$ cat config.mk
export PLATFORM = sky130hd
export DESIGN_NAME = sha256_custom_iv_hash
export DESIGN_NICKNAME = d
export VERILOG_FILES = /design/src/s256iv_pkg.sv /design/src/s256iv_round.sv /design/src/sha256_custom_iv_hash.sv
export SDC_FILE = /design/constraint.sdc
export NUM_CORES = 2
export LEC_CHECK = 0
export ABC_AREA = 1
export BUFFER_PORTS_ARGS = -buffer_cell sky130_fd_sc_hd__buf_2
export CAP_MARGIN = 20
export CORE_ASPECT_RATIO = 1.75
export CORE_MARGIN = 4
export CORE_UTILIZATION = 55
export CTS_BUF_LIST = sky130_fd_sc_hd__clkbuf_8
export DETAILED_ROUTE_END_ITERATION = 7
export GPL_TIMING_DRIVEN = 1
export PLACE_DENSITY_LB_ADDON = 0.08
export REMOVE_ABC_BUFFERS = 1
export SYNTH_ARGS = -nofsm -noshare
export SYNTH_HDL_FRONTEND = slang
export SYNTH_HIERARCHICAL = 1
export SYNTH_SLANG_ARGS = --single-unit
$ cat constraint.sdc
create_clock -name clk -period 20.3 [get_ports clk]
set_input_delay 1.015 -clock clk [delete_from_list [all_inputs] [get_ports clk]]
set_output_delay 1.015 -clock clk [all_outputs]
set_load 0.005 [all_outputs]
$ cat src/s256iv_pkg.sv
// ----------------------------------------------------------------------------
// s256iv_pkg
// types, round constants and sigma functions for the sha-256 hash block
// ----------------------------------------------------------------------------
`default_nettype none

package s256iv_pkg;

    typedef logic [31:0] word_t;
    typedef word_t [0:7]  hash_t;
    typedef word_t [0:15] sched_t;

    typedef enum logic [2:0]
    {
        ST_IDLE,
        ST_ROUND,
        ST_FOLD,
        ST_PAD,
        ST_OUT
    } state_t;

    localparam int unsigned NUM_ROUNDS = 64;
    localparam logic [3:0]  NUM_IV     = 4'd8;
    localparam logic [5:0]  LAST_ROUND = 6'd63;
    localparam logic [5:0]  LAST_BYTE  = 6'd63;
    localparam logic [5:0]  LEN_START  = 6'd56;
    localparam logic [2:0]  LAST_WORD  = 3'd7;
    localparam logic [7:0]  PAD_BYTE   = 8'h80;

    localparam hash_t STD_IV = '{
        32'h6a09e667, 32'hbb67ae85, 32'h3c6ef372, 32'ha54ff53a,
        32'h510e527f, 32'h9b05688c, 32'h1f83d9ab, 32'h5be0cd19
    };

    localparam word_t ROUND_K [0:NUM_ROUNDS-1] = '{
        32'h428a2f98, 32'h71374491, 32'hb5c0fbcf, 32'he9b5dba5,
        32'h3956c25b, 32'h59f111f1, 32'h923f82a4, 32'hab1c5ed5,
        32'hd807aa98, 32'h12835b01, 32'h243185be, 32'h550c7dc3,
        32'h72be5d74, 32'h80deb1fe, 32'h9bdc06a7, 32'hc19bf174,
        32'he49b69c1, 32'hefbe4786, 32'h0fc19dc6, 32'h240ca1cc,
        32'h2de92c6f, 32'h4a7484aa, 32'h5cb0a9dc, 32'h76f988da,
        32'h983e5152, 32'ha831c66d, 32'hb00327c8, 32'hbf597fc7,
        32'hc6e00bf3, 32'hd5a79147, 32'h06ca6351, 32'h14292967,
        32'h27b70a85, 32'h2e1b2138, 32'h4d2c6dfc, 32'h53380d13,
        32'h650a7354, 32'h766a0abb, 32'h81c2c92e, 32'h92722c85,
        32'ha2bfe8a1, 32'ha81a664b, 32'hc24b8b70, 32'hc76c51a3,
        32'hd192e819, 32'hd6990624, 32'hf40e3585, 32'h106aa070,
        32'h19a4c116, 32'h1e376c08, 32'h2748774c, 32'h34b0bcb5,
        32'h391c0cb3, 32'h4ed8aa4a, 32'h5b9cca4f, 32'h682e6ff3,
        32'h748f82ee, 32'h78a5636f, 32'h84c87814, 32'h8cc70208,
        32'h90befffa, 32'ha4506ceb, 32'hbef9a3f7, 32'hc67178f2
    };

    function automatic word_t rotr(input word_t x, input int unsigned n);
        return (x >> n) | (x << (32 - n));
    endfunction

    function automatic word_t big_sig0(input word_t x);
        return rotr(x, 2) ^ rotr(x, 13) ^ rotr(x, 22);
    endfunction

    function automatic word_t big_sig1(input word_t x);
        return rotr(x, 6) ^ rotr(x, 11) ^ rotr(x, 25);
    endfunction

    function automatic word_t small_sig0(input word_t x);
        return rotr(x, 7) ^ rotr(x, 18) ^ (x >> 3);
    endfunction

    function automatic word_t small_sig1(input word_t x);
        return rotr(x, 17) ^ rotr(x, 19) ^ (x >> 10);
    endfunction

endpackage

`default_nettype wire

$ cat src/s256iv_round.sv
// ----------------------------------------------------------------------------
// s256iv_round
// one sha-256 round and one message schedule step, shared over all rounds
// ----------------------------------------------------------------------------
`default_nettype none

module s256iv_round
(
    input  wire  s256iv_pkg::hash_t  v,
    input  wire  s256iv_pkg::sched_t win,
    input  wire  s256iv_pkg::word_t  k,
    output var   s256iv_pkg::hash_t  v_out,
    output var   s256iv_pkg::word_t  w_new
);
    import s256iv_pkg::*;

    word_t t1;
    word_t t2;
    word_t ch;
    word_t maj;

    assign ch    = (v[4] & v[5]) ^ (~v[4] & v[6]);
    assign maj   = (v[0] & v[1]) ^ (v[0] & v[2]) ^ (v[1] & v[2]);
    assign t1    = v[7] + big_sig1(v[4]) + ch + k + win[0];
    assign t2    = big_sig0(v[0]) + maj;

    always_comb
    begin
        v_out[0] = t1 + t2;
        v_out[1] = v[0];
        v_out[2] = v[1];
        v_out[3] = v[2];
        v_out[4] = v[3] + t1;
        v_out[5] = v[4];
        v_out[6] = v[5];
        v_out[7] = v[6];
    end

    // w[t+16] from the window taps at t, t+1, t+9, t+14
    assign w_new = small_sig1(win[14]) + win[9] + small_sig0(win[1]) + win[0];

endmodule

`default_nettype wire

$ cat src/sha256_custom_iv_hash.sv
// ----------------------------------------------------------------------------
// sha256_custom_iv_hash
// sha-256 over a byte stream with a programmable initial hash value
// ----------------------------------------------------------------------------
//
//  channel  direction  beat
//  s_*      in         msg_byte in tdata, byte_present in tuser, end in tlast
//  m_*      out        digest_word in tdata, word_index in tuser, final in tlast
//  cfg_*    in         iv register write, index 0..7, others ignored
//
//  a byte beat is taken whenever s_tready is high; a full 64-byte block then goes
//  to the shared round unit (64 rounds, one fold into the chaining value)
//  an end beat starts padding at one byte a cycle, paused while a block compresses
//  (up to 72 bytes, one or two block compressions), then eight digest beats at the output
//  s_tready is low while compressing, padding or holding the digest
//  reset is asynchronous and loads the standard iv; no clearing pass
//
`default_nettype none

module sha256_custom_iv_hash
(
    input  wire         clk,
    input  wire         rst_n,
    input  wire         s_tvalid,
    output logic        s_tready,
    input  wire  [7:0]  s_tdata,     // msg_byte
    input  wire  [0:0]  s_tuser,     // byte_present
    input  wire         s_tlast,     // end_of_message
    output logic        m_tvalid,
    input  wire         m_tready,
    output logic [31:0] m_tdata,     // digest_word
    output logic [2:0]  m_tuser,     // word_index
    output logic        m_tlast,     // final_word
    input  wire         cfg_valid,
    output logic        cfg_ready,
    input  wire  [3:0]  cfg_index,
    input  wire  [31:0] cfg_data
);
    import s256iv_pkg::*;

    state_t      state_reg,     state_next;
    hash_t       iv_reg,        iv_next;
    hash_t       chain_reg,     chain_next;
    hash_t       v_reg,         v_next;
    sched_t      win_reg,       win_next;
    logic [23:0] acc_reg,       acc_next;
    logic [5:0]  fill_reg,      fill_next;
    logic [60:0] bytes_reg,     bytes_next;
    logic        in_msg_reg,    in_msg_next;
    logic        pad_mode_reg,  pad_mode_next;
    logic        pad_first_reg, pad_first_next;
    logic        pad_wrap_reg,  pad_wrap_next;
    logic        final_reg,     final_next;
    logic [5:0]  round_reg,     round_next;
    logic [2:0]  out_idx_reg,   out_idx_next;

    logic        s_accept;
    logic        m_accept;
    logic        ins_en;
    logic [7:0]  ins_byte;
    logic        blk_done;
    logic        pad_is_len;
    logic [63:0] len_bits;
    logic [7:0]  len_byte;
    logic [7:0]  pad_byte;
    hash_t       v_round;
    word_t       w_new;

    s256iv_round u_round
    (
        .v     (v_reg),
        .win   (win_reg),
        .k     (ROUND_K[round_reg]),
        .v_out (v_round),
        .w_new (w_new)
    );

    assign s_tready  = (state_reg == ST_IDLE);
    assign cfg_ready = 1'b1;
    assign s_accept  = s_tvalid && s_tready;
    assign m_tvalid  = (state_reg == ST_OUT);
    assign m_accept  = m_tvalid && m_tready;
    assign m_tdata   = chain_reg[out_idx_reg];
    assign m_tuser   = out_idx_reg;
    assign m_tlast   = (out_idx_reg == LAST_WORD);

    // big-endian bit length, byte 56 of the block is the top byte
    assign len_bits   = {bytes_reg, 3'b000};
    assign len_byte   = len_bits[{~fill_reg[2:0], 3'b000} +: 8];
    assign pad_is_len = !pad_first_reg && (fill_reg >= LEN_START) && !pad_wrap_reg;
    assign pad_byte   = pad_first_reg ? PAD_BYTE : (pad_is_len ? len_byte : 8'h00);

    assign ins_en   = (state_reg == ST_PAD) ||
                      ((state_reg == ST_IDLE) && s_accept && s_tuser[0]);
    assign ins_byte = (state_reg == ST_PAD) ? pad_byte : s_tdata;
    assign blk_done = ins_en && (fill_reg == LAST_BYTE);

    always_comb
    begin
        state_next     = state_reg;
        iv_next        = iv_reg;
        chain_next     = chain_reg;
        v_next         = v_reg;
        win_next       = win_reg;
        acc_next       = acc_reg;
        fill_next      = fill_reg;
        bytes_next     = bytes_reg;
        in_msg_next    = in_msg_reg;
        pad_mode_next  = pad_mode_reg;
        pad_first_next = pad_first_reg;
        pad_wrap_next  = pad_wrap_reg;
        final_next     = final_reg;
        round_next     = round_reg;
        out_idx_next   = out_idx_reg;

        if (cfg_valid && (cfg_index < NUM_IV))
        begin
            iv_next[cfg_index[2:0]] = cfg_data;
        end

        unique case (state_reg)
            ST_IDLE:
            begin
                if (s_accept)
                begin
                    if (!in_msg_reg && (s_tuser[0] || s_tlast))
                    begin
                        chain_next  = iv_reg;
                        in_msg_next = 1'b1;
                    end
                    if (s_tuser[0])
                    begin
                        bytes_next = bytes_reg + 61'd1;
                    end
                    if (s_tlast)
                    begin
                        pad_mode_next  = 1'b1;
                        pad_first_next = 1'b1;
                        state_next     = ST_PAD;
                    end
                end
            end
            ST_ROUND:
            begin
                v_next = v_round;
                for (int i = 0; i < 15; i++)
                begin
                    win_next[i] = win_reg[i+1];
                end
                win_next[15] = w_new;
                round_next   = round_reg + 6'd1;
                if (round_reg == LAST_ROUND)
                begin
                    state_next = ST_FOLD;
                end
            end
            ST_FOLD:
            begin
                for (int i = 0; i < 8; i++)
                begin
                    chain_next[i] = chain_reg[i] + v_reg[i];
                end
                pad_wrap_next = 1'b0;
                if (final_reg)
                begin
                    out_idx_next = '0;
                    state_next   = ST_OUT;
                end
                else if (pad_mode_reg)
                begin
                    state_next = ST_PAD;
                end
                else
                begin
                    state_next = ST_IDLE;
                end
            end
            ST_PAD:
            begin
                pad_first_next = 1'b0;
                if (pad_first_reg)
                begin
                    pad_wrap_next = (fill_reg >= LEN_START);
                end
                if (pad_is_len && (fill_reg == LAST_BYTE))
                begin
                    final_next = 1'b1;
                end
            end
            ST_OUT:
            begin
                if (m_accept)
                begin
                    out_idx_next = out_idx_reg + 3'd1;
                    if (out_idx_reg == LAST_WORD)
                    begin
                        state_next    = ST_IDLE;
                        in_msg_next   = 1'b0;
                        pad_mode_next = 1'b0;
                        final_next    = 1'b0;
                        bytes_next    = '0;
                    end
                end
            end
            default:
            begin
                state_next = ST_IDLE;
            end
        endcase

        // byte path into the schedule window, four bytes make a word
        if (ins_en)
        begin
            fill_next = fill_reg + 6'd1;
            if (fill_reg[1:0] == 2'b11)
            begin
                for (int i = 0; i < 15; i++)
                begin
                    win_next[i] = win_reg[i+1];
                end
                win_next[15] = {acc_reg, ins_byte};
            end
            else
            begin
                acc_next = {acc_reg[15:0], ins_byte};
            end
        end

        if (blk_done)
        begin
            v_next     = chain_reg;
            round_next = '0;
            state_next = ST_ROUND;
        end
    end

    always_ff @(posedge clk or negedge rst_n)
    begin
        if (!rst_n)
        begin
            state_reg     <= ST_IDLE;
            iv_reg        <= STD_IV;
            fill_reg      <= '0;
            bytes_reg     <= '0;
            in_msg_reg    <= 1'b0;
            pad_mode_reg  <= 1'b0;
            pad_first_reg <= 1'b0;
            pad_wrap_reg  <= 1'b0;
            final_reg     <= 1'b0;
            round_reg     <= '0;
            out_idx_reg   <= '0;
        end
        else
        begin
            state_reg     <= state_next;
            iv_reg        <= iv_next;
            fill_reg      <= fill_next;
            bytes_reg     <= bytes_next;
            in_msg_reg    <= in_msg_next;
            pad_mode_reg  <= pad_mode_next;
            pad_first_reg <= pad_first_next;
            pad_wrap_reg  <= pad_wrap_next;
            final_reg     <= final_next;
            round_reg     <= round_next;
            out_idx_reg   <= out_idx_next;
        end
    end

    always_ff @(posedge clk)
    begin
        chain_reg <= chain_next;
        v_reg     <= v_next;
        win_reg   <= win_next;
        acc_reg   <= acc_next;
    end

endmodule

`default_nettype wire

# == After elaboration in Yosys (flattened, before gate mapping) ==
# Memories as Yosys holds them, arrays and structs flattened.
# Cells that the tools add are included.
# word_totals
reg_bits,1388
latchBits,0
ram_bits,0
rom_bits,2048
output_inout_bits,39
wordCells,221
memories,1
# mem_list
name,words,width,rd,rd_ports_with_merged_regs,write_ports,line,rtl
(name not given),64,32,1,0,0,sha256_custom_iv_hash.sv:73,".k (ROUND_K[round_reg]),"
# op_classes
n_addsub,22
mul,0
n_div,0
magnitude_cmp,6
n_eq_ne,23
n_shift,1
mux,51
bitwise_logic,32
n_reduce_logical,34
# ops
cell,count
$mux 512,3
$mux 256,4
$add 32x32->32,18
$pmux 256 s2,1
$xor 32x32->32,9
$bwmux 256,1
$mux 61,4
$and 32x32->32,5
$mux 32,5
$pmux 61 s2,1
$bmux 32 s3,1
$demux 32 s3,1
$shiftx 64x7->8,1
$add 61x1->61 const B,1
$not 32->32,1
$or 10x32->32,1
$or 13x32->32,1
$or 14x32->32,1
$or 15x32->32,1
$or 19x32->32,1
$or 21x32->32,1
$or 25x32->32,1
$or 26x32->32,1
$or 30x32->32,1
41 further kinds,104

# == Longest topological paths before layout ==
# logic_depth
ltp_word,10
depth_mapped,41
ltp_nobuf,40

# == Cells and area by module ==
# Netlist, hierarchy kept.
# modules_own_cells
module,instances,cells_each,area_each_um2
sha256_custom_iv_hash,1,10575,76757.4
s256iv_round,1,2322,16528.4

# == Least setup slack after synthesis ==
# No wires, ideal clock.
# synth_path
kind,input to register
from,in s_tuser
to,"reg chain_reg[0] (netlist name), enable pin"
setup_time_ns,1.186
t_arrival_ns,18.378
required_ns,19.114
setup_slack_ns,0.736
cell_stages,4
n_path_buf,0
path_cell_list,nor2_1 > nor2_1 > nor2_1 > nor3_1
# synth_via
elab_chain_len,4
# synth_rtl
element,line,rtl
from (decl),sha256_custom_iv_hash.sv:27,"input wire [0:0] s_tuser,"
$logic_or 1x1->1,sha256_custom_iv_hash.sv:126,if (!in_msg_reg && (s_tuser[0] || s_tlast))
$logic_and 1x1->1,sha256_custom_iv_hash.sv:126,
$ne 2x1->1 (no line),-,
$reduce_and 3->1 (no line),-,
to (signal assigned),sha256_custom_iv_hash.sv:271,chain_reg <= chain_next;
to (decl),sha256_custom_iv_hash.sv:43,"hash_t chain_reg, chain_next;"
# Every way passes these cells.
# A chain may end at the register's enable or synchronous reset.

==> results.md <==
* Hold Crit Class: input port to flop
* Final setup TNS at 0 ps
* GRT overflow at 0
* Hold-fix buffers, CTS at 1
* RSZ-0062 raised after global routing: false
* EDFF count, synth at around 540
* Fmax at 103 MHz
* Drt first pass iters at 8
* Storage element area at between 30000 and 40000 um^2
* CTS tree: done
* CP max stage cell: o21ai_0
* Netlist cell types at 69
* Via density at ~6
* Rows at approximately 200
* Die X at ~320 um
* Mapped Area at 93300 um^2
* Clock tree buffer depth at 4
* FFs w/ async S/R, synth at around 24%
* Worst Setup End Kind: flop
* Die Y at roughly 550 um
* GPL Wtd Cong at 1.18
* First-pass GRT wire length at roughly 650 mm
* Via Count at about 93000
* Worst Setup SP: round_reg[3]
* Remaining DRCs at 6
* Post_cts resized at 0
* Critical path class: flop to flop
* Max reg flops at between 500 and 600
* GRT Total Usage at ~52%
* Worst slew pin tran at between 1000 and 1500 ps
* Failing checks: design-rule violations
* Syn Area/Cell at between 7 and 8 um^2
* Reg2reg end: v_reg[248]
* Area contributors post-synth: edfxtp_1, nand2_1, dfxtp_1
* Final Max Slew Viols at 0
* CP peak stage delay at ~890 ps
* WP data arrival at roughly 10000 ps
* Last element of the critical path: v_reg[248]
* ANT nets after route at 0
* RR Startpoint: round_reg[3]
* Synth top area share at 17.3%
* Skew-Pair Late Insertion Delay at 1030 ps
* Flop2flop setup slack at 10590 ps
* Worst-path maximum fanout at 50
* Clock root buffer: clkbuf_8
* Largest net degree at the start of global routing at 220
* Final-report hold violation count at 0
* Ys flop type: edfxtp_1
* Layout Nets at 13356
* Number of fill cells in the layout at between 15000 and 20000
* Sink Count at approximately 1400
* Post-CTS Setup Bufs at 0
* Post-route clock skew at around 100 ps
* Clock slew at reported path FFs at roughly 80 ps
* Part of the cycle the worst path needs at between 40% and 50%
* Initial drt markers at approximately 12000
* Post-DP HPWL at between 300 and 400 mm
* Crit-path most repeated cell: nand2_1
* Core box area at 168000 um^2
* Final min period at slightly below 10000 ps
* WL final at roughly 460 mm
* Max Cap Violations at 0
* Die area at about 180000 um^2
* IO Pins at 90
* Flops & latches, synth at approximately 1400
* Synth warnings at 6
* Register area share after synthesis at a little under two fifths
* Total CTS buffers at 208
* Area delta synth->final at 5.99%
* Area leader, netlist: edfxtp_1
* Vias in the first global route at 93784
* Initial Util at between 50% and 60%
* Share of layout cells above drive strength 1 at approximately 5.8%
* Slew HR at 11.1%
* CTS H-tree lvls at 4
* Hold depth at 3
* Final setup fails at 0
* Outcome: finished with violations
* CP startpoint kind: flop
* IO buf count at slightly below 90
* Mapped Cells at between 10000 and 15000
* Initial antenna violation count at 32
* Worst Reg2Reg Path Length in Cells at 30
* Multi-input logic area at around 48000 um^2
* Worst Path Required at 21030 ps
* Detailed-route wire length per cell at 30.5 um
layout make-up:
cell class | count | area share [%]
clock buffer | 246 | 3.42
antenna | 20 | 0.0506
inverter | 1915 | 7.28
multi-input combinational | 8999 | 48.5
sequential | 1388 | 35.4
clock inverter | 127 | 0.926
timing repair buffer | 202 | 1.56
tap | 2211 | 2.80
worst min-delay path by stage:
stage                      start      endpoint  slack (ps)
CTS                  cfg_data[0]    iv_reg[64]         250
detailed placement  win_reg[312]  win_reg[344]         440
global route         cfg_data[0]    iv_reg[64]         290
global placement    win_reg[334]  win_reg[366]         430
finish               cfg_data[2]    iv_reg[66]         300
floorplan            win_reg[68]  win_reg[100]         420
cell usage after synthesis (all sizes together) (10+ instances only):
| cell | count |
|---|---|
| ha | 396 |
| xnor2 | 254 |
| nor2 | 1033 |
| nand3 | 538 |
| mux2 | 39 |
| o21ai | 987 |
| clkbuf | 256 |
| inv | 1911 |
| nand3b | 36 |
| nand4 | 91 |
| xor2 | 218 |
| o21a | 13 |
| edfxtp | 536 |
| buf | 339 |
| a21oi | 712 |
| dfstp | 136 |
| o21bai | 35 |
| nor3 | 92 |
| dfrtp | 204 |
| o211ai | 55 |
| o221ai | 18 |
| dfxtp | 512 |
| o22ai | 10 |
| a31oi | 77 |
| fa | 195 |
| a21o | 38 |
| maj3 | 29 |
| mux2i | 25 |
| nand2 | 4043 |
layer usage:
metal / track usage, % / up-vias / part of all wire (%)
met3: 15.2 / 3126 / 8.9
met2: 86.0 / 6680 / 47
met4: 66.3 / 8 / 17
met5: 0.0823 / - / 0.011
met1: 43.7 / 43046 / 27
li1: - / 40437 / -
metrics by stage:
stage          utilization (%)  worst slack, ps  std cells  hold WS [ps]  instance area (um^2)
2_1_floorplan                -              736      12302           425                 90100
3_3_place_gp              56.0            10860      14695           432                 94200
3_5_place_dp              56.0            11110      14697           440                 94200
4_1_cts                   58.5            11060      15071           253                 98500
5_1_grt                   58.7            10390      15096           292                 98800
6_report                  58.7            10590      15108           296                 98900
cell usage in the layout, fill, tap and decap left out, types with 36 or more instances in the layout:
cell type / synthesis / routed
nand2_1: 4036 / 4031
inv_1: 1900 / 1955
nor2_1: 1028 / 1026
o21ai_0: 761 / 760
a21oi_1: 707 / 706
edfxtp_1: 536 / 536
nand3_1: 536 / 533
dfxtp_1: 512 / 512
ha_1: 396 / 396
xnor2_1: 254 / 254
clkbuf_8: 0 / 246
o21ai_1: 222 / 223
xor2_1: 218 / 218
dfrtp_1: 204 / 202
fa_1: 195 / 195
dfstp_2: 136 / 136
buf_4: 211 / 92
nand4_1: 91 / 91
nor3_1: 89 / 88
buf_2: 102 / 88
a31oi_1: 77 / 77
o211ai_1: 55 / 55
a21o_1: 38 / 38
mux2_2: 37 / 37
nand3b_1: 36 / 36
kinds of logic after synthesis:
kind of cell,Yosys count,share of synthesized area [%]
XOR/XNOR,472,4.43
adder cells (fa/ha/maj),620,9.81
flip-flops,1388,37.5
AO/OA/AOI/OAI,1983,11.4
buffers and inverters,2510,11.1
AND/OR/NAND/NOR,5859,25.0
other,1,0.00402
multiplexers,64,0.739
worst max-delay path: cells and delay by family, from the launching register on:
family	cells	cell delay [ps]
XOR/XNOR	2	570
AO/OA/AOI/OAI	7	2600
adder cells (fa/ha/maj)	5	2170
AND/OR/NAND/NOR	10	1780
buffers and inverters	6	1500
flip-flops	1	760
Power is not shown: default switching activity piles up to over one toggle a cycle in this logic, so the estimate is an artifact.
